[src/rtl/core/dcc_pkg.sv]
// Shared types and constants for the track waveform sender.
// Holds the item structs, the configuration struct and register indexes.
// No dependencies.
package dcc_pkg;

    // Input item: a time tick or a message table write.
    typedef struct packed {
        logic        kind;
        logic [2:0]  entry_index;
        logic [63:0] entry_word;
    } t_in_item;

    // Result item: line state after the item.
    typedef struct packed {
        logic       line_level;
        logic       frame_active;
        logic [2:0] frame_index;
    } t_out_item;

    // Configuration register set.
    typedef struct packed {
        logic [3:0]  message_count;
        logic [6:0]  bit_length;
        logic [15:0] one_half_ticks;
        logic [15:0] zero_half_ticks;
        logic [19:0] start_gap_ticks;
        logic [23:0] frame_period_ticks;
    } t_cfg;

    // Item kinds.
    localparam logic KIND_TICK  = 1'b0;
    localparam logic KIND_WRITE = 1'b1;

    // Register indexes on the configuration port.
    localparam int ADDR_W = 5;
    localparam logic [2:0] REG_MESSAGE_COUNT = 3'd0;
    localparam logic [2:0] REG_BIT_LENGTH    = 3'd1;
    localparam logic [2:0] REG_ONE_HALF      = 3'd2;
    localparam logic [2:0] REG_ZERO_HALF     = 3'd3;
    localparam logic [2:0] REG_START_GAP     = 3'd4;
    localparam logic [2:0] REG_FRAME_PERIOD  = 3'd5;

    // Register reset values.
    localparam logic [3:0]  RST_MESSAGE_COUNT = 4'd0;
    localparam logic [6:0]  RST_BIT_LENGTH    = 7'd42;
    localparam logic [15:0] RST_ONE_HALF      = 16'd58;
    localparam logic [15:0] RST_ZERO_HALF     = 16'd100;
    localparam logic [19:0] RST_START_GAP     = 20'd500;
    localparam logic [23:0] RST_FRAME_PERIOD  = 24'd20000;

    // Longest message in bits.
    localparam logic [6:0] MAX_BITS = 7'd64;

endpackage

[src/rtl/core/dcc_cfg_regs.sv]
// APB-style configuration register file for the track waveform sender.
// Depends on dcc_pkg for the register indexes, reset values and t_cfg.
module dcc_cfg_regs (
    input  logic                       i_clk,
    input  logic                       i_rst_n,
    input  logic                       psel,
    input  logic                       penable,
    input  logic                       pwrite,
    input  logic [dcc_pkg::ADDR_W-1:0] paddr,
    input  logic [31:0]                pwdata,
    output logic [31:0]                prdata,
    output logic                       pready,
    output dcc_pkg::t_cfg              o_cfg
);
    import dcc_pkg::*;

    t_cfg       r_cfg;
    logic [2:0] w_reg_idx;
    logic       w_wr;

    assign w_reg_idx = paddr[ADDR_W-1:2];
    assign w_wr      = psel & penable & pwrite;
    assign pready    = 1'b1;
    assign o_cfg     = r_cfg;

    // Register writes in the access cycle.
    always_ff @(posedge i_clk) begin
        if (!i_rst_n) begin
            r_cfg.message_count      <= RST_MESSAGE_COUNT;
            r_cfg.bit_length         <= RST_BIT_LENGTH;
            r_cfg.one_half_ticks     <= RST_ONE_HALF;
            r_cfg.zero_half_ticks    <= RST_ZERO_HALF;
            r_cfg.start_gap_ticks    <= RST_START_GAP;
            r_cfg.frame_period_ticks <= RST_FRAME_PERIOD;
        end else if (w_wr) begin
            unique case (w_reg_idx)
                REG_MESSAGE_COUNT: r_cfg.message_count      <= pwdata[3:0];
                REG_BIT_LENGTH:    r_cfg.bit_length         <= pwdata[6:0];
                REG_ONE_HALF:      r_cfg.one_half_ticks     <= pwdata[15:0];
                REG_ZERO_HALF:     r_cfg.zero_half_ticks    <= pwdata[15:0];
                REG_START_GAP:     r_cfg.start_gap_ticks    <= pwdata[19:0];
                REG_FRAME_PERIOD:  r_cfg.frame_period_ticks <= pwdata[23:0];
                default: ;
            endcase
        end
    end

    // Read-back multiplexer.
    always_comb begin
        prdata = '0;
        unique case (w_reg_idx)
            REG_MESSAGE_COUNT: prdata = {28'd0, r_cfg.message_count};
            REG_BIT_LENGTH:    prdata = {25'd0, r_cfg.bit_length};
            REG_ONE_HALF:      prdata = {16'd0, r_cfg.one_half_ticks};
            REG_ZERO_HALF:     prdata = {16'd0, r_cfg.zero_half_ticks};
            REG_START_GAP:     prdata = {12'd0, r_cfg.start_gap_ticks};
            REG_FRAME_PERIOD:  prdata = {8'd0, r_cfg.frame_period_ticks};
            default:           prdata = '0;
        endcase
    end

endmodule

[src/rtl/core/dcc_bit_waveform_sender.sv]
// Track waveform sender: one tick or table-write item per cycle; uses dcc_pkg and dcc_cfg_regs.
// The result of an item is registered in the output register at its accept edge.
// Throughput: one item per cycle. The input stalls only while a result waits in the output
// register and the receiver holds it off; it accepts again in the cycle that result is taken.
// Reset (synchronous, active low): line idle high, timers and entry pointer cleared,
// registers at their defaults; the message table is not cleared and must be written first.
module dcc_bit_waveform_sender #(
    parameter int QUEUE_DEPTH = 8
) (
    input  logic                       i_clk,
    input  logic                       i_rst_n,
    input  logic                       i_in_valid,
    output logic                       o_in_ready,
    input  dcc_pkg::t_in_item          i_in_item,
    output logic                       o_out_valid,
    input  logic                       i_out_ready,
    output dcc_pkg::t_out_item         o_out_item,
    input  logic                       psel,
    input  logic                       penable,
    input  logic                       pwrite,
    input  logic [dcc_pkg::ADDR_W-1:0] paddr,
    input  logic [31:0]                pwdata,
    output logic [31:0]                prdata,
    output logic                       pready
);
    import dcc_pkg::*;

    // Only eight entries can be addressed by a write.
    localparam int TBL_DEPTH = (QUEUE_DEPTH < 8) ? QUEUE_DEPTH : 8;
    localparam int TBL_IDX_W = (TBL_DEPTH > 1) ? $clog2(TBL_DEPTH) : 1;

    // Frame phase codes.
    localparam logic [1:0] PH_IDLE = 2'd0;
    localparam logic [1:0] PH_GAP  = 2'd1;
    localparam logic [1:0] PH_HIGH = 2'd2;
    localparam logic [1:0] PH_LOW  = 2'd3;

    t_cfg        w_cfg;
    logic [63:0] r_tbl [TBL_DEPTH];

    logic [1:0]  r_phase,        n_phase;
    logic [19:0] r_half_timer,   n_half_timer;
    logic [23:0] r_period_timer, n_period_timer;
    logic [5:0]  r_bit_pos,      n_bit_pos;
    logic [3:0]  r_cur_entry,    n_cur_entry;
    logic        r_level,        n_level;
    logic        r_out_valid;
    t_out_item   r_out_item,     n_out_item;

    logic        w_accept;
    logic        w_tick;
    logic        w_wr;
    logic [3:0]  w_eff_count;
    logic [6:0]  w_eff_bits;
    logic        w_start;
    logic [3:0]  w_cur_sel;
    logic [4:0]  w_cur_plus;
    logic [3:0]  w_cur_next;
    logic [5:0]  w_bp_sel;
    logic [63:0] w_word;
    logic [63:0] w_shifted;
    logic [19:0] w_half0;
    logic [19:0] w_half1;
    logic        w_last_bit;

    // Half period of a bit, zero counted as one tick.
    function automatic logic [19:0] half_len(input logic b, input t_cfg c);
        logic [15:0] h;
        h = b ? c.one_half_ticks : c.zero_half_ticks;
        if (h == 16'd0) begin
            h = 16'd1;
        end
        return {4'd0, h};
    endfunction

    dcc_cfg_regs u_cfg (
        .i_clk   (i_clk),
        .i_rst_n (i_rst_n),
        .psel    (psel),
        .penable (penable),
        .pwrite  (pwrite),
        .paddr   (paddr),
        .pwdata  (pwdata),
        .prdata  (prdata),
        .pready  (pready),
        .o_cfg   (w_cfg)
    );

    // Handshake: the output register frees as its item is taken.
    assign o_in_ready  = ~r_out_valid | i_out_ready;
    assign w_accept    = i_in_valid & o_in_ready;
    assign w_tick      = w_accept & (i_in_item.kind == KIND_TICK);
    assign w_wr        = w_accept & (i_in_item.kind == KIND_WRITE);
    assign o_out_valid = r_out_valid;
    assign o_out_item  = r_out_item;

    // Clamped settings.
    assign w_eff_count = ({3'd0, w_cfg.message_count} > 7'(QUEUE_DEPTH)) ?
                         4'(QUEUE_DEPTH) : w_cfg.message_count;
    assign w_eff_bits  = (w_cfg.bit_length > MAX_BITS) ? MAX_BITS : w_cfg.bit_length;

    // Frame start and the entry it sends.
    assign w_start    = (r_phase == PH_IDLE) && (w_eff_count != 4'd0) &&
                        (r_period_timer == 24'd0);
    assign w_cur_sel  = (w_start && (r_cur_entry >= w_eff_count)) ? 4'd0 : r_cur_entry;
    assign w_cur_plus = {1'b0, w_cur_sel} + 5'd1;
    assign w_cur_next = (w_cur_plus >= {1'b0, w_eff_count}) ? 4'd0 : w_cur_plus[3:0];

    // Bit selection: the current bit and the one after it.
    assign w_bp_sel   = (w_start || (r_phase == PH_GAP)) ? 6'd0 : r_bit_pos;
    assign w_word     = (w_cur_sel < 4'(TBL_DEPTH)) ? r_tbl[w_cur_sel[TBL_IDX_W-1:0]] : '0;
    assign w_shifted  = w_word << w_bp_sel;
    assign w_half0    = half_len(w_shifted[63], w_cfg);
    assign w_half1    = half_len(w_shifted[62], w_cfg);
    assign w_last_bit = ({1'b0, r_bit_pos} + 7'd1) >= w_eff_bits;

    // Next frame state and result for the accepted item.
    always_comb begin
        n_phase        = r_phase;
        n_half_timer   = r_half_timer;
        n_period_timer = r_period_timer;
        n_bit_pos      = r_bit_pos;
        n_cur_entry    = r_cur_entry;
        n_level        = r_level;
        n_out_item.line_level   = r_level;
        n_out_item.frame_active = (r_phase != PH_IDLE);
        n_out_item.frame_index  = r_cur_entry[2:0];

        if (w_tick) begin
            // Start of a frame: gap, or straight into the bits, or back to idle if the bit length is zero.
            if (w_start) begin
                n_cur_entry    = w_cur_sel;
                n_period_timer = w_cfg.frame_period_ticks;
                if (w_cfg.start_gap_ticks != 20'd0) begin
                    n_phase      = PH_GAP;
                    n_half_timer = w_cfg.start_gap_ticks;
                    n_level      = 1'b0;
                end else begin
                    n_bit_pos = 6'd0;
                    if (w_eff_bits == 7'd0) begin
                        n_phase     = PH_IDLE;
                        n_level     = 1'b1;
                        n_cur_entry = w_cur_next;
                    end else begin
                        n_phase      = PH_HIGH;
                        n_half_timer = w_half0;
                        n_level      = 1'b1;
                    end
                end
            end

            // Level driven during this tick.
            n_out_item.line_level   = (n_phase == PH_IDLE) ? 1'b1 : n_level;
            n_out_item.frame_active = (n_phase != PH_IDLE);
            n_out_item.frame_index  = n_cur_entry[2:0];

            // Count the tick and move to the next segment on expiry.
            if (n_phase != PH_IDLE) begin
                if (n_half_timer != 20'd0) begin
                    n_half_timer = n_half_timer - 20'd1;
                end
                if (n_half_timer == 20'd0) begin
                    case (n_phase)
                        PH_GAP: begin
                            n_bit_pos = 6'd0;
                            if (w_eff_bits == 7'd0) begin
                                n_phase     = PH_IDLE;
                                n_level     = 1'b1;
                                n_cur_entry = w_cur_next;
                            end else begin
                                n_phase      = PH_HIGH;
                                n_half_timer = w_half0;
                                n_level      = 1'b1;
                            end
                        end
                        PH_HIGH: begin
                            n_phase      = PH_LOW;
                            n_half_timer = w_half0;
                            n_level      = 1'b0;
                        end
                        PH_LOW: begin
                            if (w_last_bit) begin
                                n_phase     = PH_IDLE;
                                n_level     = 1'b1;
                                n_cur_entry = w_cur_next;
                            end else begin
                                n_bit_pos    = r_bit_pos + 6'd1;
                                n_phase      = PH_HIGH;
                                n_half_timer = w_half1;
                                n_level      = 1'b1;
                            end
                        end
                        default: ;
                    endcase
                end
            end else begin
                n_level = 1'b1;
            end

            if (n_period_timer != 24'd0) begin
                n_period_timer = n_period_timer - 24'd1;
            end
        end
    end

    // Frame state registers.
    always_ff @(posedge i_clk) begin
        if (!i_rst_n) begin
            r_phase        <= PH_IDLE;
            r_half_timer   <= '0;
            r_period_timer <= '0;
            r_bit_pos      <= '0;
            r_cur_entry    <= '0;
            r_level        <= 1'b1;
        end else begin
            r_phase        <= n_phase;
            r_half_timer   <= n_half_timer;
            r_period_timer <= n_period_timer;
            r_bit_pos      <= n_bit_pos;
            r_cur_entry    <= n_cur_entry;
            r_level        <= n_level;
        end
    end

    // Message table writes; entries beyond the depth are dropped.
    always_ff @(posedge i_clk) begin
        if (w_wr && ({4'd0, i_in_item.entry_index} < 7'(QUEUE_DEPTH))) begin
            r_tbl[i_in_item.entry_index[TBL_IDX_W-1:0]] <= i_in_item.entry_word;
        end
    end

    // Output register.
    always_ff @(posedge i_clk) begin
        if (!i_rst_n) begin
            r_out_valid <= 1'b0;
        end else if (w_accept) begin
            r_out_valid <= 1'b1;
        end else if (i_out_ready) begin
            r_out_valid <= 1'b0;
        end
    end

    always_ff @(posedge i_clk) begin
        if (w_accept) begin
            r_out_item <= n_out_item;
        end
    end

    // The line is high whenever no frame is running.
    a_idle_high: assert property (@(posedge i_clk) disable iff (!i_rst_n)
        (r_phase == PH_IDLE) |-> r_level)
        else $error("line low while idle");

    // The start gap always drives the line low.
    a_gap_low: assert property (@(posedge i_clk) disable iff (!i_rst_n)
        (r_phase == PH_GAP) |-> !r_level)
        else $error("line high during start gap");

    // A running segment always has time left on its timer.
    a_timer_live: assert property (@(posedge i_clk) disable iff (!i_rst_n)
        (r_phase != PH_IDLE) |-> (r_half_timer != 20'd0))
        else $error("segment timer expired without advance");

endmodule
[config.mk]
export PLATFORM = sky130hd
export DESIGN_NAME = dcc_bit_waveform_sender
export DESIGN_NICKNAME = d
export VERILOG_FILES = /design/src/rtl/core/dcc_pkg.sv /design/src/rtl/core/dcc_cfg_regs.sv /design/src/rtl/core/dcc_bit_waveform_sender.sv
export SDC_FILE = /design/constraint.sdc
export NUM_CORES = 1
export LEC_CHECK = 0
export ABC_AREA = 1
export BUFFER_PORTS_ARGS = -buffer_cell sky130_fd_sc_hd__buf_2
export CAP_MARGIN = 20
export CORE_MARGIN = 5
export CORE_UTILIZATION = 59
export DETAILED_ROUTE_END_ITERATION = 8
export HOLD_SLACK_MARGIN = 0.15
export PLACE_DENSITY = 0.74
export SETUP_SLACK_MARGIN = 0.5
export SYNTH_ARGS = -nofsm -noshare
export SYNTH_HDL_FRONTEND = slang
export SYNTH_SLANG_ARGS = --single-unit
[constraint.sdc]
create_clock -name i_clk -period 8.15 [get_ports i_clk]
set_clock_uncertainty 0.2 [all_clocks]
set_input_delay 0.4075 -clock i_clk [delete_from_list [all_inputs] [get_ports i_clk]]
set_output_delay 0.4075 -clock i_clk [all_outputs]
set_load 0.02 [all_outputs]
### Word-level counts from Yosys, hierarchy flattened

Memory sizes are Yosys's and may differ from the RTL's.
Cells that the tools add are included.

| word-level totals | value |
|---|---|
| bits in registers | 150 |
| RAM bits | 512 |
| input bits | 112 |
| output and inout port bits | 40 |
| word-level logic and storage cells | 131 |
| memories | 1 |

| cells by class | value |
|---|---|
| add/subtract/negate cells | 5 |
| magnitude comparators | 6 |
| equality and inequality tests | 9 |
| shift operators | 1 |
| muxes and demuxes | 59 |
| bitwise gates (word level) | 8 |
| reduce and logical (&&, ||, !) cells | 26 |

Memory list:

| name | depth | width | read ports | clocked after memory_dff | wr ports | line | source |
|---|---|---|---|---|---|---|---|
| r_tbl | 8 | 64 | 1 | 0 | 1 | dcc_bit_waveform_sender.sv:39 | `logic [63:0] r_tbl [TBL_DEPTH];` |

Operators by type and width:

| operator | number |
|---|---|
| $mux W20 | 11 |
| $pmux W24 S6 | 1 |
| $mux W24 | 3 |
| $mux W16 | 4 |
| $mux W64 | 1 |
| $shl A64 B6 Y64 | 1 |
| $pmux W20 S3 | 1 |
| $mux W4 | 10 |
| $reduce_bool A20 Y1 | 2 |
| $mux W6 | 6 |
| $logic_not A16 Y1 | 2 |
| $logic_not A24 Y1 | 1 |
| $reduce_bool A24 Y1 | 1 |
| $sub A24 B1 Y24 const B | 1 |
| $logic_not A20 Y1 | 1 |
| $sub A20 B1 Y20 const B | 1 |
| $mux W2 | 7 |
| $pmux W6 S2 | 1 |
| $reduce_and A2 Y1 | 6 |
| $mux W1 | 9 |
| $pmux W4 S2 | 1 |
| $add A6 B1 Y7 const B | 1 |
| $ge A7 B7 Y1 | 1 |
| $gt A7 B7 Y1 const B | 1 |
| other kinds (26) | 40 |

### Depth between registers and ports, before layout

| logic depth | value |
|---|---|
| depth after elaboration | 25 |
| gate-level depth with buffers | 55 |
| mapped depth without buffers | 50 |

### By module

From an unflattened synthesis, not the netlist that was laid out.

| unflattened totals | value |
|---|---|
| cells, all modules | 3993 |
| area total of the unflattened synthesis | 33771.1 um^2 |

Modules (own cells, without submodules):

| module | instances | cells an instance | area an instance (um^2) | sequential area each (um^2) |
|---|---|---|---|---|
| dcc_bit_waveform_sender | 1 | 3300 | 29316.9 | 16686.0 |
| dcc_cfg_regs | 1 | 693 | 4454.3 | 1741.7 |

### Least setup slack after synthesis

No wires, ideal clock.

| timing path | value |
|---|---|
| path type | flip-flop to flip-flop |
| start | reg r_cur_entry[0] |
| end | reg r_level |
| library setup time | 0.133 ns |
| data arrival time | 5.985 ns |
| data required time | 7.817 ns |
| slack | 1.831 ns |
| stages on the path, launching flop included | 49 |
| buffers on the path | 6 |
| period minus slack after synthesis | 6.319 ns |
| cells stage by stage | dfxtp_1 -> clkbuf_1 -> clkbuf_1 -> clkbuf_1 -> inv_1 -> ha_1 -> o21ai_0 -> nand2_1 -> nand2_1 -> nand2_1 -> nand3_1 -> buf_4 -> nand2_4 -> inv_2 -> buf_1 -> nand3_1 -> nand3_1 -> nand2_1 -> [... 13 more ...] -> nand2_1 -> nand2_1 -> a21oi_1 -> ha_1 -> inv_1 -> nor3_1 -> nand2_1 -> nor2_2 -> nand2_2 -> nand2_1 -> xor2_2 -> nand4_1 -> nor2_4 -> nand3_2 -> a21oi_1 -> nand2_1 -> nand2_1 -> nand3_1 |

| between the ends | value |
|---|---|
| word-level cells in the longest chain between the ends | 20 |

RTL lines:

| item | line | source |
|---|---|---|
| from (decl) | dcc_bit_waveform_sender.sv:45 | `logic [3:0] r_cur_entry, n_cur_entry;` |
| from (signal assigned) | dcc_bit_waveform_sender.sv:220 | `r_cur_entry <= n_cur_entry;` |
| $ge A4 B4 Y1 | dcc_bit_waveform_sender.sv:105 | `assign w_cur_sel = (w_start && (r_cur_entry >= w_eff_count)) ? 4'd0 : r_cur_entry;` |
| $logic_and A1 B1 Y1 | dcc_bit_waveform_sender.sv:105 |  |
| $mux W4 (*) | dcc_bit_waveform_sender.sv:105 |  |
| $mem_v2 Z8 W64 / $lt A4 B4 Y1 (equally long branches) | - |  |
| $mux W64 (*) | dcc_bit_waveform_sender.sv:111 | `assign w_word = (w_cur_sel < 4'(TBL_DEPTH)) ? r_tbl[w_cur_sel[TBL_IDX_W-1:0]] : '0;` |
| $shl A64 B6 Y64 (*) | dcc_bit_waveform_sender.sv:112 | `assign w_shifted = w_word << w_bp_sel;` |
| $mux W16 (*) | dcc_bit_waveform_sender.sv:69 | `h = b ? c.one_half_ticks : c.zero_half_ticks;` |
| $logic_not A16 Y1 | dcc_bit_waveform_sender.sv:70 | `if (h == 16'd0) begin` |
| [... 4 more ...] | - |  |
| $mux W20 (*) | dcc_bit_waveform_sender.sv:129 | `if (w_tick) begin` |
| $sub A20 B1 Y20 / $reduce_bool A20 Y1 (equally long branches) | dcc_bit_waveform_sender.sv:160, dcc_bit_waveform_sender.sv:159 |  |
| $mux W20 (*) | dcc_bit_waveform_sender.sv:159 | `if (n_half_timer != 20'd0) begin` |
| $mux W20 (*) | dcc_bit_waveform_sender.sv:158 | `if (n_phase != PH_IDLE) begin` |
| $mux W20 (*) | dcc_bit_waveform_sender.sv:129 |  |
| $logic_not A20 Y1 (*) | dcc_bit_waveform_sender.sv:162 | `if (n_half_timer == 20'd0) begin` |
| $mux W1 (*) | dcc_bit_waveform_sender.sv:162 |  |
| $mux W1 (*) | dcc_bit_waveform_sender.sv:158 |  |
| to (signal assigned) | dcc_bit_waveform_sender.sv:221 | `r_level <= n_level;` |
| to (decl) | dcc_bit_waveform_sender.sv:46 | `logic r_level, n_level;` |

Every way passes the cells marked *; elsewhere a longest branch is shown, timed or not. The select of a mux whose other input is x is not followed.
A chain may end at the register's enable or synchronous reset.

### Final worst setup path

| timing path | value |
|---|---|
| start | reg r_period_timer[12] |
| end | reg r_cur_entry[2] |

| between the ends | value |
|---|---|
| word-level cells in the longest chain between the ends | 21 |

RTL lines:

| item | line | source |
|---|---|---|
| from (decl) | dcc_bit_waveform_sender.sv:43 | `logic [23:0] r_period_timer, n_period_timer;` |
| from (signal assigned) | dcc_bit_waveform_sender.sv:218 | `r_period_timer <= n_period_timer;` |
| $logic_not A24 Y1 (*) | dcc_bit_waveform_sender.sv:104 | `(r_period_timer == 24'd0);` |
| $logic_and A1 B1 Y1 (*) | dcc_bit_waveform_sender.sv:103 | `assign w_start = (r_phase == PH_IDLE) && (w_eff_count != 4'd0) &&` |
| $logic_and A1 B1 Y1 | dcc_bit_waveform_sender.sv:105 |  |
| $mux W4 | dcc_bit_waveform_sender.sv:105 |  |
| $mem_v2 Z8 W64 / $lt A4 B4 Y1 (equally long branches) | - |  |
| $mux W64 | dcc_bit_waveform_sender.sv:111 |  |
| $shl A64 B6 Y64 | dcc_bit_waveform_sender.sv:112 |  |
| $mux W16 | dcc_bit_waveform_sender.sv:69 |  |
| [... 5 more ...] | - |  |
| $mux W20 | dcc_bit_waveform_sender.sv:129 |  |
| $sub A20 B1 Y20 / $reduce_bool A20 Y1 (equally long branches) | dcc_bit_waveform_sender.sv:160, dcc_bit_waveform_sender.sv:159 |  |
| $mux W20 | dcc_bit_waveform_sender.sv:159 |  |
| $mux W20 | dcc_bit_waveform_sender.sv:158 |  |
| $mux W20 | dcc_bit_waveform_sender.sv:129 |  |
| $logic_not A20 Y1 | dcc_bit_waveform_sender.sv:162 |  |
| $mux W4 | dcc_bit_waveform_sender.sv:162 |  |
| $mux W4 (*) | dcc_bit_waveform_sender.sv:158 |  |

Marks and branches as above.

==> run metrics <==
outcome=finished clean; Final Cycle Share=~88%; first-pass GRT wire length=roughly 140000 um; CP arrival=~7400 ps; # setup viols final=0; Layout area overhead=13.5%; HPWL reported at the end of detailed placement=about 56000 um; critical path peak fanout=64; port buffer count=132; Mapped Area=around 33000 um^2; post-synthesis cell count=about 3700; clock network power share=between 30% and 40%; Final Power=~7.5 mW; detail-routed via count per cell=between 5 and 6; Final Hold Viols=0; slew at the pin closest to its max-slew limit=about 1100 ps; core area=~55000 um^2; nature of the critical path endpoint=register; clk slew on worst S/H paths=about 60 ps; critical path's slowest cell=dfxtp_1; Crit Reg-Reg Startpoint=r_period_timer[12]$_SDFFE_PN0P_; r2r endpoint=r_cur_entry[2]$_SDFFE_PN0P_; worst hold start=i_in_item[66]; initial cell density of the core=59.7%; Die Wd=approximately 250 um; GRT busiest layer=met2; CTS Buf Count=between 60 and 70; vias in the first global route=between 20000 and 30000; CP required=approximately 8400 ps; layout cell share with drive strength beyond 1=9.07%; worst hold path class=in -> reg; DR WL/cell=20.1 um; met3 usage=under 10%; gpl congestion=a little under 1; CP Launch Type=register; leakage power=around 15 nW; Root Buffer=clkbuf_16; Die ar.=between 60000 and 70000 um^2; Rows=86; worst vdd rail ir drop=between 0.0002 and 0.00025 V; FF+latch count, synth=around 660; count of cell types in the netlist=49; most common flop cell mapped by yosys=edfxtp_1; drt pass-1 iters=6; Ports=152; Final Slew Violations=0; met2 Usage GRT=a little under half; P_sw=between 1.5 and 2 mW; Sequential Power Share=about half; RSZ-0062 raised after global routing=false; Clock Latency Late Sink=620 ps; Crit Path Category=reg -> reg; Critical Path Most Common Cell=nand2_1; register area share after synthesis=56.0%; largest net degree at the start of global routing=~160; Clock Sinks=662; path depth of the worst reg2reg path=a little over 40; PD cells=~200 nW/um^2; maxcap violations=0; Max clock buf depth=3; initial antenna violation count=7; NumNets Final=4012; detailed router's first-iteration violation count=around 3600; P_int=roughly 5.6 mW; Post-synth EDFFs=about 520; H-tree depth=3; Critical Path End=r_cur_entry[2]$_SDFFE_PN0P_; setup TNS=0 ps; f_max=between 0.1 and 0.15 GHz; gr ovfl total=0; combinational power share=between 10% and 20%; number of synthesis warnings=0; Vias=between 20000 and 30000; minimum clock period=7150 ps; Die Ht=around 250 um; met1 Use GR=44.9%; Total Routing Usage GR=roughly 30%; Post-DRT Antenna Nets=0; CP max stage delay=320 ps; Slew HR=around 24%; r2r setup slk=around 1000 ps; area share of the leading cell type in the synthesized netlist=a little under half; switching share of power=approximately a quarter; syn_area_per_cell=just under 9 um^2; # DRC=0; asr flop ratio synth=0%; Post-Route WL=94200 um; Critical Path Start=r_period_timer[12]$_SDFFE_PN0P_; cell taking the most area after synthesis=edfxtp_1; CTS tree=built; top area cells in the synthesized netlist=edfxtp_1 47%, nand2_1 10%, nand3_1 10%
==> power by group through the flow <==
stage / Combinational, mW / Clock [mW] / Sequential, mW
after global placement: 0.726 / 0 / 3.78
after floorplan: 0.522 / 0 / 3.78
after detailed placement: 0.732 / 0 / 3.78
after global routing: 0.899 / 3.13 / 3.71
after CTS: 0.772 / 2.99 / 3.71
final: 0.834 / 2.97 / 3.71
==> kinds of logic after synthesis <==
logic type | count (synthesis) | synth area share, %
xor gates and xnor gates | 28 | 0.767
buffers and inverters | 616 | 7.82
DFF | 662 | 56.0
muxes | 1 | 0.0342
other | 2 | 0.0228
AOI/OAI and AO/OA | 451 | 7.67
adders and majority gates | 21 | 0.798
and+or+nand+nor | 1955 | 26.9
==> worst min-delay path by stage <==
stage	to	slack, ps	cells past startpoint
after floorplan	u_cfg.o_cfg[12]$_SDFFE_PN0P_	240	2
after global placement	r_half_timer[15]$_SDFFE_PN0P_	250	2
after detailed placement	r_half_timer[15]$_SDFFE_PN0P_	260	2
after CTS	r_tbl[6][41]$_DFFE_PP_	220	3
after global routing	r_tbl[5][60]$_DFFE_PP_	200	3
final	r_tbl[5][60]$_DFFE_PP_	190	3
==> final cells by class <==
class / instances / area, um^2
diodes: 4 / 10.0
multi-input cells: 2466 / 12100
clock inverters: 31 / 226
fillers: 4300 / 17800
repair buffers: 287 / 2320
clock buffers: 88 / 1860
inverters: 393 / 1490
flip-flops and latches: 662 / 18400
well taps: 748 / 936
==> registers in the layout (all words and copies together), names as in the netlist <==
name	cells
r_half_timer	20
u_cfg.o_cfg	87
r_level	1
r_bit_pos	6
r_phase	2
r_period_timer	24
o_out_item	5
r_tbl	512
r_cur_entry	4
o_out_valid	1
==> cell usage after synthesis, types with 15 or more instances <==
cell	count
nand4_1	50
o211ai_1	21
dfxtp_1	145
inv_1	375
buf_2	55
buf_1	23
o21ai_0	174
edfxtp_1	517
a21oi_1	166
xor2_1	25
clkbuf_1	107
nand3b_1	98
ha_1	21
o221ai_1	16
buf_4	28
nand3_1	662
nor2_1	179
nor2_2	15
nor3_1	15
o22ai_1	30
nand2_1	900
==> worst max-delay path: cells and delay by family, from the launching register on <==
kind,cells,cell delay (ps)
buffers and inverters,4,650
flip-flops,1,320
AND/OR/NAND/NOR,32,4790
XOR/XNOR,1,250
AO/OA/AOI/OAI,3,440
adder cells (fa/ha/maj),1,180
==> placed cells by master (no fill, tap or decap), drive strengths merged, types with 2 or more instances in the layout <==
cell type and count:
nand2 911, conb 9, nor4 10, nand4 51, xnor2 2, o22ai 30, a31oi 2, nand3b 98
a221oi 7, or2 2, nor3 15, clkinv 36, a32o 5, edfxtp 517, o21ai 181, dfxtp 145
nor2 198, bufinv 2, buf 193, diode 4, xor2 26, o211ai 21, clkbuf 90, a22oi 10
a21oi 166, o21bai 3, nand3 669, o31ai 6, clkinvlp 2, o21a 3, dlygate4sd3 92, o221ai 16
ha 21, inv 384
==> per-layer routing <==
metal	vias to the layer above	part of all wire (%)
met5	-	0.038
met4	6	2.7
met3	196	11
met2	1485	44
met1	13000	42
li1	13000	-
==> per-stage QoR <==
stage / worst slack (ps) / cells / cell area (um^2) / utilization [%] / hold slack [ps]
6_report: 998 / 4679 / 37400 / 67.7 / 190
5_1_grt: 484 / 4678 / 37400 / 67.7 / 199
4_1_cts: 526 / 4661 / 37100 / 67.3 / 216
3_5_place_dp: 614 / 4450 / 34100 / 61.8 / 258
3_3_place_gp: 675 / 4450 / 34100 / 61.8 / 253
2_1_floorplan: 1830 / 3743 / 33000 / - / 244
==> what timing repair did <==
action	4_1_cts	5_1_grt
resized for setup	0	13
endpoints found under the setup margin	0	29
hold buffers	92	0
endpoints found under the hold margin	602	0
buffers inserted	0	9
Power figures use the tool's default switching activity.
